[config.mk]
export PLATFORM = sky130hd
export DESIGN_NAME = pfa_queue
export DESIGN_NICKNAME = d
export VERILOG_FILES = /design/src/rtl/pfa_pkg.sv /design/src/rtl/pfa_queue.sv
export SDC_FILE = /design/constraint.sdc
export NUM_CORES = 1
export LEC_CHECK = 0
export BUFFER_PORTS_ARGS = -buffer_cell sky130_fd_sc_hd__buf_2
export CAP_MARGIN = 0
export CORE_ASPECT_RATIO = 1.75
export CORE_MARGIN = 2
export CORE_UTILIZATION = 56
export DETAILED_ROUTE_END_ITERATION = 10
export GPL_TIMING_DRIVEN = 0
export PLACE_DENSITY = 0.84
export SYNTH_ARGS = -nofsm -noshare
export SYNTH_HDL_FRONTEND = slang
export SYNTH_SLANG_ARGS = --single-unit
[constraint.sdc]
create_clock -name clk -period 13.7 [get_ports clk]
set_input_delay 4.11 -clock clk [delete_from_list [all_inputs] [get_ports clk]]
set_output_delay 4.11 -clock clk [all_outputs]
set_load 0.03 [all_outputs]
[src/rtl/pfa_pkg.sv]
// shared types, constants and codes of the penalty force accumulator
package pfa_pkg;

    localparam int MAX_POINTS_DEFAULT = 4096;
    localparam int HIT_FIELD_MAX      = 8191;
    localparam int HIT_W              = 13;
    localparam int ONE_Q14            = 16384;
    localparam int QUEUE_DEPTH        = 2;

    localparam logic [15:0] VOXEL_SIZE_RESET  = 16'd256;
    localparam logic [15:0] STIFFNESS_RESET   = 16'd256;
    localparam logic [15:0] SCALE_MAT0_RESET  = 16'd16384;
    localparam logic [15:0] SCALE_MAT1_RESET  = 16'd9830;
    localparam logic [15:0] SCALE_MAT2_RESET  = 16'd3277;
    localparam logic [15:0] SCALE_MAT3_RESET  = 16'd13107;

    typedef enum logic [2:0] {
        CFG_VOXEL_SIZE  = 3'd0,
        CFG_BASE_STIFF  = 3'd1,
        CFG_SCALE_MAT0  = 3'd2,
        CFG_SCALE_MAT1  = 3'd3,
        CFG_SCALE_MAT2  = 3'd4,
        CFG_SCALE_MAT3  = 3'd5
    } pfa_cfg_idx_t;

    typedef enum logic [7:0] {
        MAT_ZERO  = 8'd0,
        MAT_ONE   = 8'd1,
        MAT_TWO   = 8'd2,
        MAT_THREE = 8'd3
    } pfa_material_t;

    typedef struct packed {
        logic               hit;
        logic               last;
        logic signed [15:0] arm_x;
        logic signed [15:0] arm_y;
        logic signed [15:0] arm_z;
        logic signed [16:0] g_x;
        logic signed [16:0] g_y;
        logic signed [16:0] g_z;
        logic [30:0]        depth;
        logic [15:0]        scale;
    } pfa_item_t;

    typedef enum logic [3:0] {
        ST_IDLE,
        ST_MAG1,
        ST_MAG2,
        ST_SQ,
        ST_SQRT,
        ST_DINIT,
        ST_DIV,
        ST_FMUL,
        ST_TQA,
        ST_TQB,
        ST_ACC,
        ST_LAST
    } pfa_back_state_t;

endpackage

[src/rtl/pfa_queue.sv]
// short word queue between front and back end
module pfa_queue (
    input  logic               clk,
    input  logic               rst_n,
    input  logic               push,
    input  pfa_pkg::pfa_item_t push_item,
    output logic               full,
    input  logic               pop,
    output logic               nonempty,
    output pfa_pkg::pfa_item_t head
);
    import pfa_pkg::*;

    localparam int PTR_W = (QUEUE_DEPTH > 1) ? $clog2(QUEUE_DEPTH) : 1;
    localparam int CNT_W = $clog2(QUEUE_DEPTH + 1);

    pfa_item_t          entry_reg [QUEUE_DEPTH];
    logic [PTR_W-1:0]   wr_ptr_reg;
    logic [PTR_W-1:0]   rd_ptr_reg;
    logic [CNT_W-1:0]   count_reg;
    logic               do_push;
    logic               do_pop;

    assign full     = (count_reg == CNT_W'(QUEUE_DEPTH));
    assign nonempty = (count_reg != '0);
    assign head     = entry_reg[rd_ptr_reg];
    assign do_push  = push && !full;
    assign do_pop   = pop && nonempty;

    always_ff @(posedge clk)
    begin
        if (do_push)
        begin
            entry_reg[wr_ptr_reg] <= push_item;
        end
    end

    always_ff @(posedge clk or negedge rst_n)
    begin
        if (!rst_n)
        begin
            wr_ptr_reg <= '0;
            rd_ptr_reg <= '0;
            count_reg  <= '0;
        end
        else
        begin
            if (do_push)
            begin
                wr_ptr_reg <= (wr_ptr_reg == PTR_W'(QUEUE_DEPTH - 1)) ? '0 : wr_ptr_reg + 1'b1;
            end
            if (do_pop)
            begin
                rd_ptr_reg <= (rd_ptr_reg == PTR_W'(QUEUE_DEPTH - 1)) ? '0 : rd_ptr_reg + 1'b1;
            end
            if (do_push && !do_pop)
            begin
                count_reg <= count_reg + 1'b1;
            end
            else if (do_pop && !do_push)
            begin
                count_reg <= count_reg - 1'b1;
            end
        end
    end

endmodule

# Yosys cells after proc, flatten, opt, wreduce, memory -nomap -nowiden
# Memory sizes are Yosys's and may differ from the RTL's.
# Cells that the tools add are included.
# word_totals
ff_bits	4
latch_bits	0
ram_bits	296
romBits	0
inputBits	152
output_inout_bits	150
wordCells	24
n_memories	1
# mem_list
name	words	word_bits	rd	rd_clocked_by_memory_dff	write_ports	line	rtl
entry_reg	2	148	1	0	1	pfa_queue.sv:17	pfa_item_t entry_reg [QUEUE_DEPTH];
# classes
n_addsub	4
multipliers	0
div_mod_pow	0
magnitude_cmp	0
n_eq_ne	1
shifts	0
muxes	6
bitwise_logic	0
reduce_logical	9
# ops
op	n
$logic_and 1x1->1	4
$mux 1	4
$mux 2	2
$reduce_bool 2->1	2
$logic_not 1->1	3
$add 1x1->1 const B	2
$add 2x1->2 const B	1
$eq 2x2->1 const B	1
$sub 2x1->2 const B	1

# Logic depth before layout (Yosys ltp)
# Gate-level depths: netlist of the first run.
# depth
ltp_word	7
ltp_mapped	7
ltp_nobuf	7

# Worst setup path before layout of the first run
# OpenSTA, ideal clock, no wires.
# synth_path
path_type	in2reg
from	in push
to	mem entry_reg[0][0] (netlist name), enable pin
arrival_time_ns	10.343
required_ns	13.043
path_slack_ns	2.699
path_stages	2
n_path_buf	0
path_cell_list	nand2_1 -> nor2_1
# synth_between
elab_chain_cells	3
# synth_rtl
item	line	rtl
from (decl)	pfa_queue.sv:5	input logic push,
$logic_and 1x1->1	pfa_queue.sv:27	assign do_push = push && !full;
$mux 1	pfa_queue.sv:32	if (do_push)
$mux 1 (implied by the code)	pfa_queue.sv:34	entry_reg[wr_ptr_reg] <= push_item;
to (decl)	pfa_queue.sv:17	
# Every way passes these cells.

==> results.json, run 1 <==
{
  "status": "complete, no violations",
  "clk_pin_slew_ns": 0.06,
  "postRouteAntennaNets": 0,
  "synth-seq-area-share": 0.7951,
  "cts_hold_buf": 0,
  "syn_avg_cell_area_sq_um": 23.55,
  "cts_root_buffer": "clkbuf_16",
  "leakagePower_uw": 0.005630,
  "p_per_area_nw_per_um2": 239.1,
  "min_period_ns": 6.038,
  "cp.arrival_ns": 1.93,
  "cts_sinks": 300,
  "postCtsSetupBuffers": 0,
  "port_buffers": 301,
  "holdPathStages": 1,
  "cts-resized-gates": 0,
  "internal-power_uw": 2202,
  "cpMostUsedCell": "buf_6",
  "hold_ws_ns": 0.5032,
  "track_usage": 0.2006,
  "die_height_um": 192.0,
  "placed_area_sq_um": 13270,
  "setup_tns_ns": 0,
  "vias": 5679,
  "grt_max_degree": 69,
  "wl_um": 22130,
  "syn_area_sq_um": 11300,
  "syn_nets": 633,
  "io_pins": 302,
  "htree_levels": 1,
  "ys_ff_latch": 300,
  "drtPass1Iterations": 4,
  "final_cell_area_sq_um": 14120,
  "clockPowerShare": 0.218,
  "tightest_slew_ns": 1.007,
  "r2r_end": "entry_reg[0][58]",
  "cp_slowest_cell": "dfrtp_1",
  "cap_viol_max_count": 0,
  "cp.required_ns": 9.59,
  "grt_pass1_vias": 6198,
  "hold_path_class": "flip-flop to flip-flop",
  "die_w_um": 111.4,
  "seqPwrFrac": 0.387,
  "p_sw_uw": 1176,
  "area_growth_pct": 24.95,
  "cts_made_buffers": 26,
  "power_switching_share": 0.3481,
  "critical_path.cell_chain": "buf_6 > buf_6 > buf_6 > mux2_4 > buf_2",
  "holdPathEnd": "count_reg[1]",
  "drive_above_1_share": 0.6146,
  "startpoint_type": "flip-flop",
  "r2r-start": "count_reg[0]",
  "initial_core_util": 0.5727,
  "min_period_over_period": 0.4407,
  "vias_per_cell": 5.268,
  "setup_viol": 0,
  "ir_drop_v": 0.0001985,
  "gp_congestion": 0.7710,
  "max_freq_mhz": 165.6,
  "end_kind": "output port",
  "avgRoutedWirePerCell_um": 20.52,
  "path_max_fanout": 10,
  "rrSetupSlack_ns": 11.20,
  "fin_worst_skew_ns": 0.01489,
  "synth.distinct_cells": 15,
  "reg2reg_depth": 5,
  "grt_pass1_wl_um": 32950,
  "combPwrFrac": 0.395,
  "drt_iter0_drc": 366,
  "crit_type": "flip-flop to output port",
  "hpwl_um": 15780,
  "std_cell_rows": 68,
  "core_area_sq_um": 19740,
  "drc": 0,
  "clock_path_buffers": 3,
  "synthCells": 480,
  "fill_cells": 1221,
  "largest_reg_flops": 296,
  "global_route.overflow_total": 0,
  "synth_warnings": 0,
  "diodes": 0,
  "slew_violations": 0,
  "dieArea_sq_um": 21380,
  "cts_tree": "done",
  "grt_antenna_before_repair": 1,
  "max_stage_delay_ns": 0.35,
  "nets": 968,
  "rsz0062_at_grt": "false",
  "slew_headroom": 0.3268,
  "hold_viol_final": 0,
  "clock_latency_ns": 0.52,
  "holdCritStartpoint": "count_reg[1]"
}
-- synth_stat cells --
cell type	instances	area, sq um
xor2_1	2	17.52
nand2b_1	1	6.260
inv_1	2	7.510
mux2_4	101	1516
nor2_1	2	7.510
buf_2	3	15.01
ha_1	1	12.51
xnor2_1	3	26.28
dfrtp_1	4	100.1
or2_2	1	6.260
nand2_1	2	7.510
and3_1	1	6.260
edfxtp_1	296	8889
mux2_2	47	529.3
buf_6	14	157.7
-- per-layer routing --
metal	wire length, um	share of wire	track usage	vias up
met5	7	0.00032	0	-
met4	877	0.040	0.08974	2
met3	1471	0.066	0.04891	59
met2	12300	0.56	0.3792	252
met1	7474	0.34	0.2089	2785
li1	-	-	-	2581
-- cells in the final DEF, fill, tap and decap left out, drive strengths merged, types with 2 or more instances in the layout --
cell / count
buf: 324
edfxtp: 296
mux2: 148
clkbuf: 34
clkinv: 8
bufinv: 4
dfrtp: 4
xnor2: 3
inv: 2
nand2: 2
xor2: 2
nor2: 2
-- stage by stage --
| stage | util | setup slack (ns) | power [uW] | std cells |
|---|---|---|---|---|
| floorplan | - | 2.699 | 2341 | 480 |
| global placement | 0.6646 | 0.06913 | 2658 | 1026 |
| detailed placement | 0.6720 | 7.621 | 2672 | 1032 |
| CTS | 0.7156 | 7.608 | 3410 | 1078 |
| global route | 0.7156 | 7.590 | 3508 | 1078 |
| finish | 0.7156 | 7.662 | 3377 | 1078 |
-- how the worst max path moves through the flow --
| stage | end | from | slack, ns |
|---|---|---|---|
| global placement | entry_reg[0][73] | push | 0.07 |
| CTS | head[41] | rd_ptr_reg | 7.61 |
| detailed placement | entry_reg[0][67] | push | 7.62 |
| floorplan | entry_reg[0][0] | push | 2.70 |
| global route | head[46] | rd_ptr_reg | 7.59 |
| finish | head[41] | rd_ptr_reg | 7.66 |
-- worst max-delay path: cells and delay by family, from the launching register on --
family	cells	cell delay [ns]
muxes	1	0.32
DFF	1	0.35
buffers and inverters	4	0.73
-- kinds of logic (layout without fill, tap and decap cells) --
| family | count (synthesis) | after routing | share of synthesized area |
|---|---|---|---|
| mux | 148 | 148 | 0.1810 |
| flops | 300 | 300 | 0.7951 |
| xor+xnor | 5 | 5 | 0.003875 |
| simple gates | 7 | 7 | 0.002990 |
| fa+ha+maj | 1 | 1 | 0.001107 |
| buf+inv | 19 | 372 | 0.01594 |
-- area by class of cell --
| class | instances | area (sq um) | area share |
|---|---|---|---|
| Timing Repair Buffer | 307 | 1642 | 0.1162 |
| Clock buffer | 34 | 701.9 | 0.04969 |
| Tap cell | 245 | 306.5 | 0.02170 |
| Clock inverter | 12 | 157.7 | 0.01116 |
| Inverter | 2 | 7.507 | 0.0005315 |
| Multi-Input combinational cell | 161 | 2148 | 0.1521 |
| Buffer | 17 | 172.7 | 0.01222 |
| Sequential cell | 300 | 8989 | 0.6364 |
-- power groups by stage --
stage | registers, uW | logic [uW] | clock network [uW]
5_1_grt | 1320 | 1400 | 783
4_1_cts | 1310 | 1350 | 751
2_1_floorplan | 1350 | 990 | 0
6_report | 1310 | 1330 | 736
3_5_place_dp | 1330 | 1350 | 0
3_3_place_gp | 1380 | 1280 | 0
No activity file was read; power rests on OpenSTA's default activity.
==> run 2: changes to the inputs <==
- CORE_UTILIZATION: 56 -> 47
- PLACE_DENSITY: 0.84 -> 0.75
- clock period: 13.7 -> 5.2 ns (I/O delays scaled with it)
==> run 2 against run 1 <==
Hold slack got worse by 0.016 ns. Sequential share of layout area up 0.074 points. Routed wire length fell by 2.7%. Largest cell class unchanged. Largest power group unchanged.
==> results.json, run 2 (synthesis results as in run 1) <==
{
  "slew_violations": 0,
  "cp.required_ns": 3.64,
  "die_height_um": 209.2,
  "regArea_sq_um": 8989,
  "clock_latency_ns": 0.52,
  "grt_pass1_vias": 6022,
  "port_buffers": 301,
  "end_kind": "output port",
  "grt_pass1_wl_um": 32510,
  "die_w_um": 121.2,
  "final_cell_area_sq_um": 14110,
  "max_stage_delay_ns": 0.34,
  "max_freq_mhz": 290.5,
  "setup_tns_ns": 0,
  "drtPass1Iterations": 4,
  "postRouteAntennaNets": 0,
  "drc": 0,
  "hold_ws_ns": 0.4873,
  "cp.arrival_ns": 1.88,
  "path_delay_family": "buffers and inverters",
  "drt_iter0_drc": 288,
  "avgRoutedWirePerCell_um": 18.83,
  "tightest_slew_ns": 0.5285,
  "power_switching_share": 0.3532,
  "min_period_over_period": 0.6620,
  "seqPwrFrac": 0.396,
  "dieArea_sq_um": 25360,
  "ir_drop_v": 0.0003944,
  "cp_slowest_cell": "dfrtp_1",
  "cts_root_buffer": "clkbuf_16",
  "rsz0062_at_grt": "false",
  "htree_levels": 1,
  "global_route.overflow_total": 0,
  "largest_reg_flops": 296,
  "p_total_uw": 8647,
  "p_sw_uw": 3054,
  "critical_path.cell_chain": "buf_6 > buf_6 > buf_6 > mux2_4 > buf_2",
  "fin_worst_skew_ns": 0.01270,
  "rrSetupSlack_ns": 2.88,
  "crit_buf_inv": 4,
  "startpoint_type": "flip-flop",
  "clk_pin_slew_ns": 0.07,
  "cts_hold_buf": 0,
  "postCtsSetupBuffers": 0,
  "cpMostUsedCell": "buf_6",
  "slew_headroom": 0.6477,
  "vias_per_cell": 4.833,
  "core_area_sq_um": 23840,
  "cts-resized-gates": 0,
  "cap_viol_max_count": 0,
  "grt_max_degree": 43,
  "p_per_area_nw_per_um2": 612.9,
  "hold_path_class": "flip-flop to flip-flop",
  "clock_path_buffers": 3,
  "fill_cells": 1819,
  "multi_input_area_sq_um": 2148,
  "path_max_fanout": 10,
  "cts_tree": "done",
  "std_cell_rows": 75,
  "track_usage": 0.1691,
  "nets": 969,
  "wl_um": 21530,
  "crit_type": "flip-flop to output port",
  "area_growth_pct": 24.80,
  "min_period_ns": 3.442,
  "gp_congestion": 0.7482,
  "mostFrequentLayoutCell": "buf_2",
  "grt_antenna_before_repair": 4,
  "status": "complete, no violations",
  "hold_viol_final": 0,
  "vias": 5524,
  "combPwrFrac": 0.406,
  "initial_core_util": 0.4743,
  "cts_made_buffers": 25,
  "clockPowerShare": 0.198,
  "leakagePower_uw": 0.005571,
  "internal-power_uw": 5593,
  "mostFrequentLayoutCells": "buf_2, edfxtp_1, mux2_4, mux2_2, clkbuf_16",
  "hpwl_um": 15720,
  "io_pins": 302,
  "setup_viol": 0,
  "drive_above_1_share": 0.6106,
  "placed_area_sq_um": 13370,
  "cts_sinks": 300
}
run 2: cell count changes in the layout (fill, tap and decap cells not counted):
cell and change:
buf_12 +4, bufinv_16 -3, clkinv_1 +3, clkinv_2 -3, diode_2 +3, buf_16 -2, clkbuf_16 -2, clkinv_4 +1
clkinvlp_4 +1
run 2: path summary, 6_finish.rpt:
kind,startpoint,end,cells past startpoint
worst max-delay path,rd_ptr_reg,head[60],5
worst min-delay path,count_reg[1],count_reg[1],1
worst max register to register,count_reg[0],entry_reg[1][102],5
worst min register to register,count_reg[1],count_reg[1],1
max in group asynchronous,rst_n,wr_ptr_reg,1
min in group asynchronous,rst_n,rd_ptr_reg,1
run 2: power by group through the flow:
stage | Sequential [uW] | Combinational (uW) | Clock (uW)
2_1_floorplan | 3480 | 2610 | 0
3_5_place_dp | 3480 | 3570 | 0
6_report | 3420 | 3510 | 1710
5_1_grt | 3470 | 3700 | 1850
4_1_cts | 3430 | 3570 | 1770
3_3_place_gp | 3520 | 3450 | 0
run 2: layer usage:
metal / vias to the layer above / share of wire / GRT usage
li1: 2583 / - / -
met1: 2691 / 0.32 / 0.1583
met2: 208 / 0.59 / 0.3363
met3: 42 / 0.059 / 0.03357
met4: 0 / 0.039 / 0.07967
met5: - / 0 / 0
run 2: worst register-to-register path, delay by kind of cell, from the launching register on:
family        cells  cell delay [ns]
simple gates      2             0.72
flops             1             0.41
buf+inv           3             0.84
run 2: area by class of cell:
type | instances | area share
Sequential cell | 300 | 0.6371
Inverter | 2 | 0.0005321
Clock buffer | 32 | 0.04620
Buffer | 17 | 0.01224
Tap cell | 308 | 0.02731
Multi-Input combinational cell | 161 | 0.1523
Antenna cell | 3 | 0.0005321
Clock inverter | 11 | 0.005676
Timing Repair Buffer | 309 | 0.1181
run 2: per-stage QoR:
stage            util  setup WS, ns  std cells
4_1_cts        0.5916         1.683       1140
3_3_place_gp   0.5540       -0.4217       1089
5_1_grt        0.5919         1.655       1143
3_5_place_dp   0.5609         1.751       1097
6_report       0.5919         1.758       1143
2_1_floorplan       -        0.9054        480
