### src/rtl/pfa_pkg.sv
// shared types, constants and codes of the penalty force accumulator
package pfa_pkg;

    localparam int MAX_POINTS_DEFAULT = 4096;
    localparam int HIT_FIELD_MAX      = 8191;
    localparam int HIT_W              = 13;
    localparam int ONE_Q14            = 16384;
    localparam int QUEUE_DEPTH        = 2;

    localparam logic [15:0] VOXEL_SIZE_RESET  = 16'd256;
    localparam logic [15:0] STIFFNESS_RESET   = 16'd256;
    localparam logic [15:0] SCALE_MAT0_RESET  = 16'd16384;
    localparam logic [15:0] SCALE_MAT1_RESET  = 16'd9830;
    localparam logic [15:0] SCALE_MAT2_RESET  = 16'd3277;
    localparam logic [15:0] SCALE_MAT3_RESET  = 16'd13107;

    typedef enum logic [2:0] {
        CFG_VOXEL_SIZE  = 3'd0,
        CFG_BASE_STIFF  = 3'd1,
        CFG_SCALE_MAT0  = 3'd2,
        CFG_SCALE_MAT1  = 3'd3,
        CFG_SCALE_MAT2  = 3'd4,
        CFG_SCALE_MAT3  = 3'd5
    } pfa_cfg_idx_t;

    typedef enum logic [7:0] {
        MAT_ZERO  = 8'd0,
        MAT_ONE   = 8'd1,
        MAT_TWO   = 8'd2,
        MAT_THREE = 8'd3
    } pfa_material_t;

    typedef struct packed {
        logic               hit;
        logic               last;
        logic signed [15:0] arm_x;
        logic signed [15:0] arm_y;
        logic signed [15:0] arm_z;
        logic signed [16:0] g_x;
        logic signed [16:0] g_y;
        logic signed [16:0] g_z;
        logic [30:0]        depth;
        logic [15:0]        scale;
    } pfa_item_t;

    typedef enum logic [3:0] {
        ST_IDLE,
        ST_MAG1,
        ST_MAG2,
        ST_SQ,
        ST_SQRT,
        ST_DINIT,
        ST_DIV,
        ST_FMUL,
        ST_TQA,
        ST_TQB,
        ST_ACC,
        ST_LAST
    } pfa_back_state_t;

endpackage

### src/rtl/pfa_if.sv
// handshake channels of the penalty force accumulator
interface pfa_sample_if;
    logic               valid;
    logic               ready;
    logic signed [15:0] arm_x;
    logic signed [15:0] arm_y;
    logic signed [15:0] arm_z;
    logic signed [15:0] dist_centre;
    logic signed [15:0] dist_x_plus;
    logic signed [15:0] dist_x_minus;
    logic signed [15:0] dist_y_plus;
    logic signed [15:0] dist_y_minus;
    logic signed [15:0] dist_z_plus;
    logic signed [15:0] dist_z_minus;
    logic [7:0]         material_code;
    logic               last_point;

    modport source (
        output valid, arm_x, arm_y, arm_z, dist_centre, dist_x_plus, dist_x_minus,
               dist_y_plus, dist_y_minus, dist_z_plus, dist_z_minus, material_code,
               last_point,
        input  ready
    );
    modport sink (
        input  valid, arm_x, arm_y, arm_z, dist_centre, dist_x_plus, dist_x_minus,
               dist_y_plus, dist_y_minus, dist_z_plus, dist_z_minus, material_code,
               last_point,
        output ready
    );
endinterface


interface pfa_cfg_if;
    logic        valid;
    logic        ready;
    logic [2:0]  index;
    logic [15:0] data;

    modport source (output valid, index, data, input ready);
    modport sink (input valid, index, data, output ready);
endinterface

### src/rtl/pfa_front.sv
// front end: configuration registers, hit classification, gradient and depth
module pfa_front (
    input  logic              clk,
    input  logic              rst_n,
    pfa_sample_if.sink        sample,
    pfa_cfg_if.sink           cfg,
    input  logic              q_full,
    output logic              q_push,
    output pfa_pkg::pfa_item_t q_item,
    output logic [15:0]       base_stiffness
);
    import pfa_pkg::*;

    logic [15:0] voxel_reg;
    logic [15:0] stiff_reg;
    logic [15:0] scale0_reg;
    logic [15:0] scale1_reg;
    logic [15:0] scale2_reg;
    logic [15:0] scale3_reg;

    logic signed [16:0] neg_dc;
    logic [31:0]        depth_full;
    logic [15:0]        scale_pick;

    always_ff @(posedge clk or negedge rst_n)
    begin
        if (!rst_n)
        begin
            voxel_reg  <= VOXEL_SIZE_RESET;
            stiff_reg  <= STIFFNESS_RESET;
            scale0_reg <= SCALE_MAT0_RESET;
            scale1_reg <= SCALE_MAT1_RESET;
            scale2_reg <= SCALE_MAT2_RESET;
            scale3_reg <= SCALE_MAT3_RESET;
        end
        else if (cfg.valid)
        begin
            unique case (cfg.index)
                CFG_VOXEL_SIZE: voxel_reg  <= cfg.data;
                CFG_BASE_STIFF: stiff_reg  <= cfg.data;
                CFG_SCALE_MAT0: scale0_reg <= cfg.data;
                CFG_SCALE_MAT1: scale1_reg <= cfg.data;
                CFG_SCALE_MAT2: scale2_reg <= cfg.data;
                CFG_SCALE_MAT3: scale3_reg <= cfg.data;
                default: ;
            endcase
        end
    end

    assign cfg.ready      = 1'b1;
    assign base_stiffness = stiff_reg;

    assign sample.ready = !q_full;
    assign q_push       = sample.valid && !q_full;

    always_comb
    begin
        neg_dc     = -17'(sample.dist_centre);
        depth_full = 32'(neg_dc[15:0]) * 32'(voxel_reg);
        unique case (sample.material_code)
            MAT_ZERO:  scale_pick = scale0_reg;
            MAT_ONE:   scale_pick = scale1_reg;
            MAT_TWO:   scale_pick = scale2_reg;
            MAT_THREE: scale_pick = scale3_reg;
            default:   scale_pick = 16'(ONE_Q14);
        endcase
        if (scale_pick == 16'd0)
        begin
            scale_pick = 16'(ONE_Q14);
        end

        q_item.hit   = sample.dist_centre[15];
        q_item.last  = sample.last_point;
        q_item.arm_x = sample.arm_x;
        q_item.arm_y = sample.arm_y;
        q_item.arm_z = sample.arm_z;
        q_item.g_x   = 17'(sample.dist_x_plus) - 17'(sample.dist_x_minus);
        q_item.g_y   = 17'(sample.dist_y_plus) - 17'(sample.dist_y_minus);
        q_item.g_z   = 17'(sample.dist_z_plus) - 17'(sample.dist_z_minus);
        q_item.depth = depth_full[30:0];
        q_item.scale = scale_pick;
    end

endmodule

### src/flat_wrapper.sv
// flat-port wrapper written by rule: the top's interface ports become plain ports
module pfa_front_flat import pfa_pkg::*;
  (clk, rst_n, q_full, q_push, q_item, base_stiffness, sample_valid, sample_arm_x, sample_arm_y, sample_arm_z, sample_dist_centre, sample_dist_x_plus, sample_dist_x_minus, sample_dist_y_plus, sample_dist_y_minus, sample_dist_z_plus, sample_dist_z_minus, sample_material_code, sample_last_point, sample_ready, cfg_valid, cfg_index, cfg_data, cfg_ready);
  pfa_sample_if sample_i ();
  pfa_cfg_if cfg_i ();
  input  logic clk;
  input  logic rst_n;
  input  logic q_full;
  output logic q_push;
  output pfa_pkg::pfa_item_t q_item;
  output logic [15:0] base_stiffness;
  input wire logic [$bits(sample_i.valid)-1:0] sample_valid;
  input wire logic [$bits(sample_i.arm_x)-1:0] sample_arm_x;
  input wire logic [$bits(sample_i.arm_y)-1:0] sample_arm_y;
  input wire logic [$bits(sample_i.arm_z)-1:0] sample_arm_z;
  input wire logic [$bits(sample_i.dist_centre)-1:0] sample_dist_centre;
  input wire logic [$bits(sample_i.dist_x_plus)-1:0] sample_dist_x_plus;
  input wire logic [$bits(sample_i.dist_x_minus)-1:0] sample_dist_x_minus;
  input wire logic [$bits(sample_i.dist_y_plus)-1:0] sample_dist_y_plus;
  input wire logic [$bits(sample_i.dist_y_minus)-1:0] sample_dist_y_minus;
  input wire logic [$bits(sample_i.dist_z_plus)-1:0] sample_dist_z_plus;
  input wire logic [$bits(sample_i.dist_z_minus)-1:0] sample_dist_z_minus;
  input wire logic [$bits(sample_i.material_code)-1:0] sample_material_code;
  input wire logic [$bits(sample_i.last_point)-1:0] sample_last_point;
  output wire logic [$bits(sample_i.ready)-1:0] sample_ready;
  input wire logic [$bits(cfg_i.valid)-1:0] cfg_valid;
  input wire logic [$bits(cfg_i.index)-1:0] cfg_index;
  input wire logic [$bits(cfg_i.data)-1:0] cfg_data;
  output wire logic [$bits(cfg_i.ready)-1:0] cfg_ready;
  assign sample_i.valid = sample_valid;
  assign sample_i.arm_x = sample_arm_x;
  assign sample_i.arm_y = sample_arm_y;
  assign sample_i.arm_z = sample_arm_z;
  assign sample_i.dist_centre = sample_dist_centre;
  assign sample_i.dist_x_plus = sample_dist_x_plus;
  assign sample_i.dist_x_minus = sample_dist_x_minus;
  assign sample_i.dist_y_plus = sample_dist_y_plus;
  assign sample_i.dist_y_minus = sample_dist_y_minus;
  assign sample_i.dist_z_plus = sample_dist_z_plus;
  assign sample_i.dist_z_minus = sample_dist_z_minus;
  assign sample_i.material_code = sample_material_code;
  assign sample_i.last_point = sample_last_point;
  assign sample_ready = sample_i.ready;
  assign cfg_i.valid = cfg_valid;
  assign cfg_i.index = cfg_index;
  assign cfg_i.data = cfg_data;
  assign cfg_ready = cfg_i.ready;
  pfa_front u_core (.clk(clk), .rst_n(rst_n), .sample(sample_i), .cfg(cfg_i), .q_full(q_full), .q_push(q_push), .q_item(q_item), .base_stiffness(base_stiffness));
endmodule
### config.mk
export PLATFORM = sky130hd
export DESIGN_NAME = pfa_front_flat
export DESIGN_NICKNAME = d
export VERILOG_FILES = /design/src/rtl/pfa_pkg.sv /design/src/rtl/pfa_if.sv /design/src/rtl/pfa_front.sv /design/src/flat_wrapper.sv
export SDC_FILE = /design/constraint.sdc
export NUM_CORES = 1
export LEC_CHECK = 0
export ABC_AREA = 0
export BUFFER_PORTS_ARGS = -buffer_cell sky130_fd_sc_hd__buf_4
export CAP_MARGIN = 40
export CORE_MARGIN = 2
export CORE_UTILIZATION = 55
export CTS_CLUSTER_SIZE = 25
export DETAILED_ROUTE_END_ITERATION = 12
export GPL_ROUTABILITY_DRIVEN = 0
export MAX_ROUTING_LAYER = met4
export PLACE_DENSITY = 0.87
export SYNTH_ARGS = -nofsm -noshare
export SYNTH_HDL_FRONTEND = slang
export SYNTH_SLANG_ARGS = --single-unit
### constraint.sdc
create_clock -name clk -period 10.98 [get_ports clk]
set_input_delay 1.647 -clock clk [delete_from_list [all_inputs] [get_ports clk]]
set_output_delay 1.647 -clock clk [all_outputs]
set_load 0.01 [all_outputs]
### Word-level counts from Yosys, hierarchy flattened

Cells that the tools add are included.

* bits in registers: 96
* word-level logic and storage cells: 32
* output and inout port bits: 167
* bits of input ports: 193

* multipliers: 1
* equal/unequal tests: 8
* add/sub/neg operators: 4
* reductions and logical operators: 11
* multiplexer cells: 2

Operators with widths (count)
* one-hot mux 16 bit (4 select lines): 1
* subtractor 16 x 16 -> 17 bit: 3
* multiplier 16 x 16 -> 31 bit: 1
* equality test 8 x 2 -> 1 bit, second input constant: 2
* logical NOT 16 bit: 1
* 2-to-1 mux 16 bit: 1
* negator 16 bit: 1
* AND reduction 2 bit: 6
* equality test 8 x 1 -> 1 bit, second input constant: 1
* logical NOT 8 bit: 1
* equality test 3 x 2 -> 1 bit, second input constant: 2
* equality test 3 bit, second input constant: 2
* equality test 3 x 1 -> 1 bit, second input constant: 1
* logical NOT 3 bit: 1
* logical AND 1 bit: 1
* logical NOT 1 bit: 1

### Logic depth before layout (Yosys ltp)

Gate-level depths: netlist (run 1).

* word-level depth: 4
* depth in mapped cells: 30
* gate-level depth less buffers: 28

### Worst setup path after synthesis (run 1)

OpenSTA, ideal clock, no wires.

* kind: input-to-output
* start point: input sample_dist_centre[0]
* end point: output q_item[38] (netlist bit)
* path slack: 1.280 ns
* cell stages on the path: 26
* buffers on the path: 2
* arrival: 8.053 ns
* data required time: 9.333 ns
* cell sequence: clkbuf_1 -> inv_1 -> ha_1 -> nand2_1 -> or2_1 -> nor4_1 -> xnor2_1 -> clkbuf_1 -> nand2_1 -> fa_1 -> fa_1 -> fa_1 -> inv_1 -> fa_1 -> fa_1 -> inv_1 -> fa_1 -> inv_1 -> ha_1 -> nand4_1 -> o21ai_0 -> a31oi_1 -> a21oi_1 -> o21ai_0 -> a21oi_1 -> o311ai_0

RTL lines
* from (decl): RTL line flat_wrapper.sv:16 `input wire logic [$bits(sample_i.dist_centre)-1:0] sample_dist_centre;`
* to (decl): RTL line flat_wrapper.sv:10 `output pfa_pkg::pfa_item_t q_item;`

==> run metrics, run 1 <==
fin crit share 94.3%; synthesis-stage register bit count 96; Inserted Clock Buffers 9; H-tree Lvls 3; largest stage delay on the critical path 0.74 ns; top cell type's share of synthesized area 25.4%; Root Driver clkbuf_16; total congestion overflow 0; drt pass-1 iters 9; Critical Path Fanout Max 19; starting density of the core 55.7%; pin count of the biggest net entering global routing 61; Area Growth Syn to Fin 15.0%; Startpoint Class input pin; Bufs and invs on worst path 7; # Max-Cap Violations 0; die height 171 um; Crit path top cell by count fa_1; Netlist cell types 64; HPWL Detailed 30400 um; Critical Path Sink Type primary output; CTS hold repair buffers 0; Clock Latency Late Sink 0.34 ns; Fillers 2050; nets@finish 2376; Post-DRT Antenna Nets 0; Final min period 10.35 ns; Least-Margin Pin Slew 0.830 ns; initial antenna violation count 0; DRT iter0 DRCs 690; Worst Hold Class flop to flop; Highest Signal Layer met4; Top FF cell, synth dfrtp_1; FF-to-FF setup slack 9.78 ns; Syn Area/Cell 9.34 um^2; final setup vio count 0; count leader, synth inv_1; TritonCTS clock tree done; slew margin rel. 43.2%; Async SR Flop Fraction 100%; synth warn 0; first-pass GRT wire length 62000 um; outcome finished, final reports clean; Top Ports 360; final setup TNS 0 ns; CP Class input pin to primary output; metal3 WL 2510 um; Crit path required time 9.33 ns; share of cells above drive strength 1 24.1%; Post CTS Setup Buffer Count 0; clk slew on worst S/H paths 0.06 ns; Fmax achieved 96.6 MHz; Die X 171 um; Mapped Nets 2189; Die Footprint 0.0294 mm^2; Core Box Area 0.0277 mm^2; Final Hold Vio Count 0; synthesized instance count 1651; cell area after synthesis 0.0154 mm^2; DRT met1 WL 14800 um; CP delay by family, top adder cells; sequential area share after synthesis 15.8%; Crit-path slowest cell a2111oi_0; antenna cells 0; Total Routed Length 37500 um; vias per cell 5.57; Commonest cells post-synth 284 x inv_1, 196 x fa_1, 161 x nand2_1; routed len/inst 16.9 um; Post-synth EDFFs 0; WP data arrival 8.70 ns; CTS Buffer Depth 2; post-synth top area cell fa_1; TritonCTS Sinks 96; DR vias 12360; number of global-route vias before repair 13176; routed wl met2 19300 um; clk_skew 0 ns; Area contributors post-synth fa_1 25%, ha_1 12%, dfrtp_1 12%; DR DRC count 0; RSZ-0062 raised after global routing no; GRT Util Overall 26.9%; Slew Limit Fails 0; PortBufs 260; post-CTS sizing 0; floorplan row count 61
-- layout make-up --
cell class / count / area, um^2 / share of cell area, %
tap: 378 / 473 / 2.67
inverter: 284 / 1070 / 6.01
clock inverter: 4 / 28.8 / 0.162
timing repair buffer: 283 / 2140 / 12.1
clock buffer: 12 / 246 / 1.39
sequential: 96 / 2430 / 13.7
multi-input combinational: 1164 / 11300 / 64.0
-- layout by cell type, fill, tap and decap left out, types with 35 or more instances in the layout --
cell type / count
and2_1: 123
and3_1: 35
mux2_2: 97
nor2_1: 44
inv_1: 284
nand2_1: 161
buf_4: 280
ha_1: 149
fa_1: 196
dfrtp_1: 71
xnor2_1: 52
a21oi_1: 47
-- through the flow --
step | setup WS (ns) | instance area, um^2 | util, % | hold WS (ns) | instances
6_report | 0.629 | 17700 | 64.0 | 0.506 | 2221
5_1_grt | 0.272 | 17700 | 64.0 | 0.514 | 2221
3_3_place_gp | 0.764 | 17400 | 62.8 | 0.481 | 2201
4_1_cts | 0.740 | 17700 | 64.0 | 0.505 | 2221
3_5_place_dp | 0.758 | 17500 | 63.0 | 0.491 | 2205
2_1_floorplan | 1.28 | 15400 | - | 0.474 | 1651
-- routing by layer --
metal / vias to the layer above / global-route usage (%)
met5: - / -
met4: 0 / 8.47
met3: 90 / 3.29
met2: 511 / 47.5
met1: 6110 / 32.2
li1: 5649 / -
-- worst paths after layout --
kind / startpoint / endpoint / cells past startpoint
min: u_core.scale3_reg[2] / u_core.scale3_reg[2] / 1
max: sample_dist_centre[0] / q_item[44] / 26
min in group asynchronous: rst_n / u_core.scale0_reg[6] / 1
max reg2reg: u_core.voxel_reg[9] / u_core.voxel_reg[9] / 1
max in group asynchronous: rst_n / u_core.voxel_reg[2] / 2
min reg2reg: u_core.scale3_reg[2] / u_core.scale3_reg[2] / 1
-- kinds of logic after synthesis --
kind of cell | Yosys count | share of synthesized area [%]
compound gates | 156 | 6.52
xor+xnor | 67 | 3.85
fa+ha+maj | 345 | 37.5
buf+inv | 391 | 10.8
flops | 96 | 15.8
mux | 113 | 9.42
other cells | 1 | 0.0243
simple gates | 482 | 16.1
Power of run 1 is not shown: default switching activity piles up to over one toggle a cycle in this logic, so the estimate is an artifact.
==> run 2, diff against run 1 <==
CORE_ASPECT_RATIO = 0.9   (was not set)
==> run 2 against run 1 <==
Compared with the run above: first-iteration DRC count rose by 27%; register-to-register slack improved by 0.03 ns; design area about the same; routed wire length rose by 5.2%; worst setup slack worse by 0.031 ns; clock skew is the same; critical path type unchanged; critical endpoint unchanged; largest cell class unchanged; highest routed layer unchanged.
==> run metrics, run 2 (synthesized netlist as in run 1, its figures left out) <==
outcome finished, final reports clean; cell area after layout 0.0177 mm^2; total congestion overflow 0; commonest non-fill, non-tap cells in the layout 284 x inv_1, 279 x buf_4, 196 x fa_1, 161 x nand2_1, 149 x ha_1; clk_skew 0 ns; Top Ports 360; CTS Buffer Depth 2; CTS hold repair buffers 0; Critical Path Fanout Max 19; starting density of the core 55.5%; share of cells above drive strength 1 24.2%; Crit path required time 9.33 ns; Final min period 10.38 ns; DRT iter0 DRCs 873; Slew Limit Fails 0; Startpoint Class input pin; Hold WS 0.507 ns; die height 163 um; DR vias 12417; TritonCTS Sinks 96; Total Routed Length 39500 um; Root Driver clkbuf_16; slew margin rel. 36.2%; initial antenna violation count 0; DR DRC count 0; Critical Path Sink Type primary output; antenna cells 0; final core occ 63.8%; RSZ-0062 raised after global routing no; GRT Util Overall 27.5%; TritonCTS clock tree done; Die Footprint 0.0294 mm^2; Clock Latency Late Sink 0.34 ns; Inserted Clock Buffers 9; Least-Margin Pin Slew 0.950 ns; # Max-Cap Violations 0; Area Growth Syn to Fin 15.0%; Post-DRT Antenna Nets 0; number of global-route vias before repair 12888; Core Box Area 0.0278 mm^2; pin count of the biggest net entering global routing 61; commonest non-fill, non-tap cell in the layout inv_1; nets@finish 2375; HPWL Detailed 32000 um; final setup vio count 0; first-pass GRT wire length 63700 um; Placed Area 0.0174 mm^2; post-CTS sizing 0; fin crit share 94.6%; Final Hold Vio Count 0; Post CTS Setup Buffer Count 0; Worst Hold Class flop to flop; floorplan row count 58; PortBufs 260; Die X 181 um; routed len/inst 17.9 um; drt pass-1 iters 5; vias per cell 5.64; CP Class input pin to primary output; WP data arrival 8.74 ns; Fmax achieved 96.3 MHz; clk slew on worst S/H paths 0.06 ns; final setup TNS 0 ns; H-tree Lvls 3
-- run 2: cell count changes in the layout (fill, tap and decap cells not counted) --
| cell | previous run | this run |
|---|---|---|
| inv_6 | 1 | 4 |
| clkinvlp_4 | 2 | 1 |
| clkinv_2 | 1 | 0 |
| clkbuf_1 | 2 | 0 |
| buf_6 | 2 | 1 |
| buf_4 | 280 | 279 |
| bufinv_16 | 0 | 1 |
| buf_8 | 1 | 2 |
-- run 2: worst paths after layout --
| kind | startpoint | endpoint | slack, ns | depth (start not counted) |
|---|---|---|---|---|
| max | sample_dist_centre[0] | q_item[44] | 0.60 | 26 |
| min | u_core.scale3_reg[7] | u_core.scale3_reg[7] | 0.51 | 1 |
| max reg2reg | u_core.voxel_reg[9] | u_core.voxel_reg[9] | 9.81 | 1 |
| min reg2reg | u_core.scale3_reg[7] | u_core.scale3_reg[7] | 0.51 | 1 |
| max in group asynchronous | rst_n | u_core.voxel_reg[13] | 8.64 | 2 |
| min in group asynchronous | rst_n | u_core.base_stiffness[6] | 1.26 | 1 |
-- run 2: critical path: stages --
cell	delay, ns
buf_4	0.19
inv_1	0.06
ha_1	0.22
nand2_1	0.10
or2_1	0.19
nor2_1	0.09
xnor2_1	0.63
buf_4	0.28
nand2_1	0.09
fa_1	0.45
fa_1	0.55
inv_1	0.05
fa_1	0.56
fa_1	0.45
fa_1	0.50
inv_1	0.05
fa_1	0.47
inv_1	0.04
ha_1	0.19
a2111oi_0	0.73
a21boi_0	0.31
or3b_1	0.23
nand3b_1	0.15
a31oi_1	0.22
xnor2_1	0.15
buf_4	0.14
-- run 2: metrics by stage --
step | setup slack, ns | instances
final | 0.598 | 2202
after global routing | 0.252 | 2202
after global placement | 0.961 | 2183
after floorplan | 1.28 | 1651
after CTS | 0.693 | 2202
after detailed placement | 0.679 | 2186
-- run 2: layout make-up --
class | instances | area [um^2]
flip-flops and latches | 96 | 2430
well taps | 360 | 450
inverters | 284 | 1070
multi-input cells | 1164 | 11300
fillers | 2101 | 10100
clock buffers | 10 | 239
repair buffers | 282 | 2140
clock inverters | 6 | 72.6
-- run 2: routing by layer --
metal	global-route usage [%]	share of wire, %	vias to the layer above
li1	-	-	5643
met1	35.0	41	6100
met2	44.8	48	603
met3	6.44	9.4	71
met4	6.85	1.6	0
met5	-	0	-
Power of run 2 is left out for the same reason.
==> run 3, diff against run 2 <==
==> constraint.sdc (replaced) <==
create_clock -name clk -period 10.98 [get_ports clk]
set_input_delay 0.549 -clock clk [delete_from_list [all_inputs] [get_ports clk]]
set_output_delay 0.549 -clock clk [all_outputs]
set_load 0.01 [all_outputs]
==> run 3 against run 2 <==
Compared with the run above: clock skew is the same; flip-flop and latch count is the same; worst setup slack gained 2.2 ns; register-to-register slack worse by 0.02 ns; routed wire length grew 2.8%; sequential share of layout area hardly changed; via count up 0.89%; utilization is 0.14 points higher; hold slack lost 0.016 ns; non-clock buffer count increased by 1; maximum frequency increased by 27%; critical path depth increased by 1; critical path type unchanged; critical endpoint is now q_item[45].
==> run metrics, run 3 (synthesized netlist as in run 1, its figures left out) <==
CTS Buffer Depth 2; FF-to-FF setup slack 9.79 ns; Post-DRT Antenna Nets 0; Placed Area 0.0175 mm^2; Least-Margin Pin Slew 0.818 ns; post-CTS sizing 0; initial antenna violation count 0; first-pass GRT wire length 65700 um; DR vias 12527; HP Start cfg_data[11]; drt pass-1 iters 5; Root Driver clkbuf_16; cells on worst reg2reg path 1; Post CTS Setup Buffer Count 0; starting density of the core 55.5%; commonest non-fill, non-tap cells in the layout 284 x inv_1, 278 x buf_4, 196 x fa_1, 161 x nand2_1, 149 x ha_1; slew margin rel. 45.4%; Worst Hold Class input pin to flop; final setup vio count 0; Critical Path Fanout Max 19; Fmax achieved 123 MHz; Crit path top cell by count fa_1; PortBufs 260; nets@finish 2376; Final min period 8.15 ns; Total Routed Length 40600 um; outcome finished, final reports clean; Die Footprint 0.0294 mm^2; GRT Util Overall 28.4%; Place WS 2.89 ns; TritonCTS Sinks 96; hold path depth 2; WP data arrival 7.61 ns; Critical Path Sink Type primary output; Area Growth Syn to Fin 15.3%; largest stage delay on the critical path 0.54 ns; routed len/inst 18.4 um; fin crit share 74.3%; HPWL Detailed 31800 um; Core Box Area 0.0278 mm^2; Die X 181 um; DRT iter0 DRCs 1044; die height 163 um; number of global-route vias before repair 12837; Fillers 2136; antenna cells 0; pin count of the biggest net entering global routing 63; TritonCTS clock tree done; CTS hold repair buffers 1; Crit-path slowest cell fa_1; floorplan row count 58; DR DRC count 0; cell area after layout 0.0178 mm^2; CP Class input pin to primary output; clk slew on worst S/H paths 0.06 ns; RSZ-0062 raised after global routing no; Crit path required time 10.43 ns; Top Ports 360; WHS Endpoint u_core.voxel_reg[11]; share of cells above drive strength 1 24.0%; footprint of the multi-input gates 0.0113 mm^2; worst r2r src u_core.voxel_reg[7]; vias per cell 5.69; final core occ 64.0%; Clock Latency Late Sink 0.34 ns; capturing point of the worst reg2reg path u_core.voxel_reg[7]; final setup TNS 0 ns; clk_skew 0 ns; Startpoint Class input pin; Final WS setup 2.83 ns; # Max-Cap Violations 0; FF/Latch Area 0.00243 mm^2; H-tree Lvls 3; Inserted Clock Buffers 9; Slew Limit Fails 0; commonest non-fill, non-tap cell in the layout inv_1; Final Hold Vio Count 0; total congestion overflow 0
## run 3: cell count changes in the layout (fill, tap and decap cells not counted), sizes merged
cell / change
inv: -4
bufinv: +1
clkinvlp: -1
clkinv: +1
dlygate4sd3: +1
clkbuf: +2
## run 3: layout make-up
class,instances,area share (%)
Multi-Input combinational cell,1164,63.8
Sequential cell,96,13.7
Timing Repair Buffer,283,12.2
Inverter,284,6.00
Tap cell,360,2.53
Clock buffer,12,1.39
Clock inverter,3,0.387
## run 3: per-stage QoR
stage,instances,hold WS [ns]
after floorplan,1651,0.253
after global placement,2182,0.335
after detailed placement,2186,0.337
after CTS,2202,0.479
after global routing,2202,0.485
final,2202,0.491
## run 3: worst max path at each step
stage,depth (start not counted),start,to,slack (ns)
after floorplan,26,sample_dist_centre[0],q_item[38],3.48
after global placement,27,sample_dist_centre[0],q_item[45],3.13
after detailed placement,27,sample_dist_centre[0],q_item[45],2.89
after CTS,27,sample_dist_centre[0],q_item[45],2.82
after global routing,27,sample_dist_centre[0],q_item[45],2.36
final,27,sample_dist_centre[0],q_item[45],2.83
## run 3: worst max-delay path, delay by kind of cell
family                   cells  cell delay (ns)
adder cells (fa/ha/maj)      8             3.54
AO/OA/AOI/OAI                5             1.24
AND/OR/NAND/NOR              5             1.11
buffers and inverters        7             0.81
XOR/XNOR                     2             0.33
## run 3: metal layers
layer / vias to the layer above / wire [um] / track usage (%)
met3: 78 / 3810 / 6.06
met2: 627 / 19600 / 46.3
li1: 5643 / - / -
met5: - / 0 / -
met4: 0 / 669 / 6.52
met1: 6179 / 16500 / 36.7
Power of run 3 is left out for the same reason.
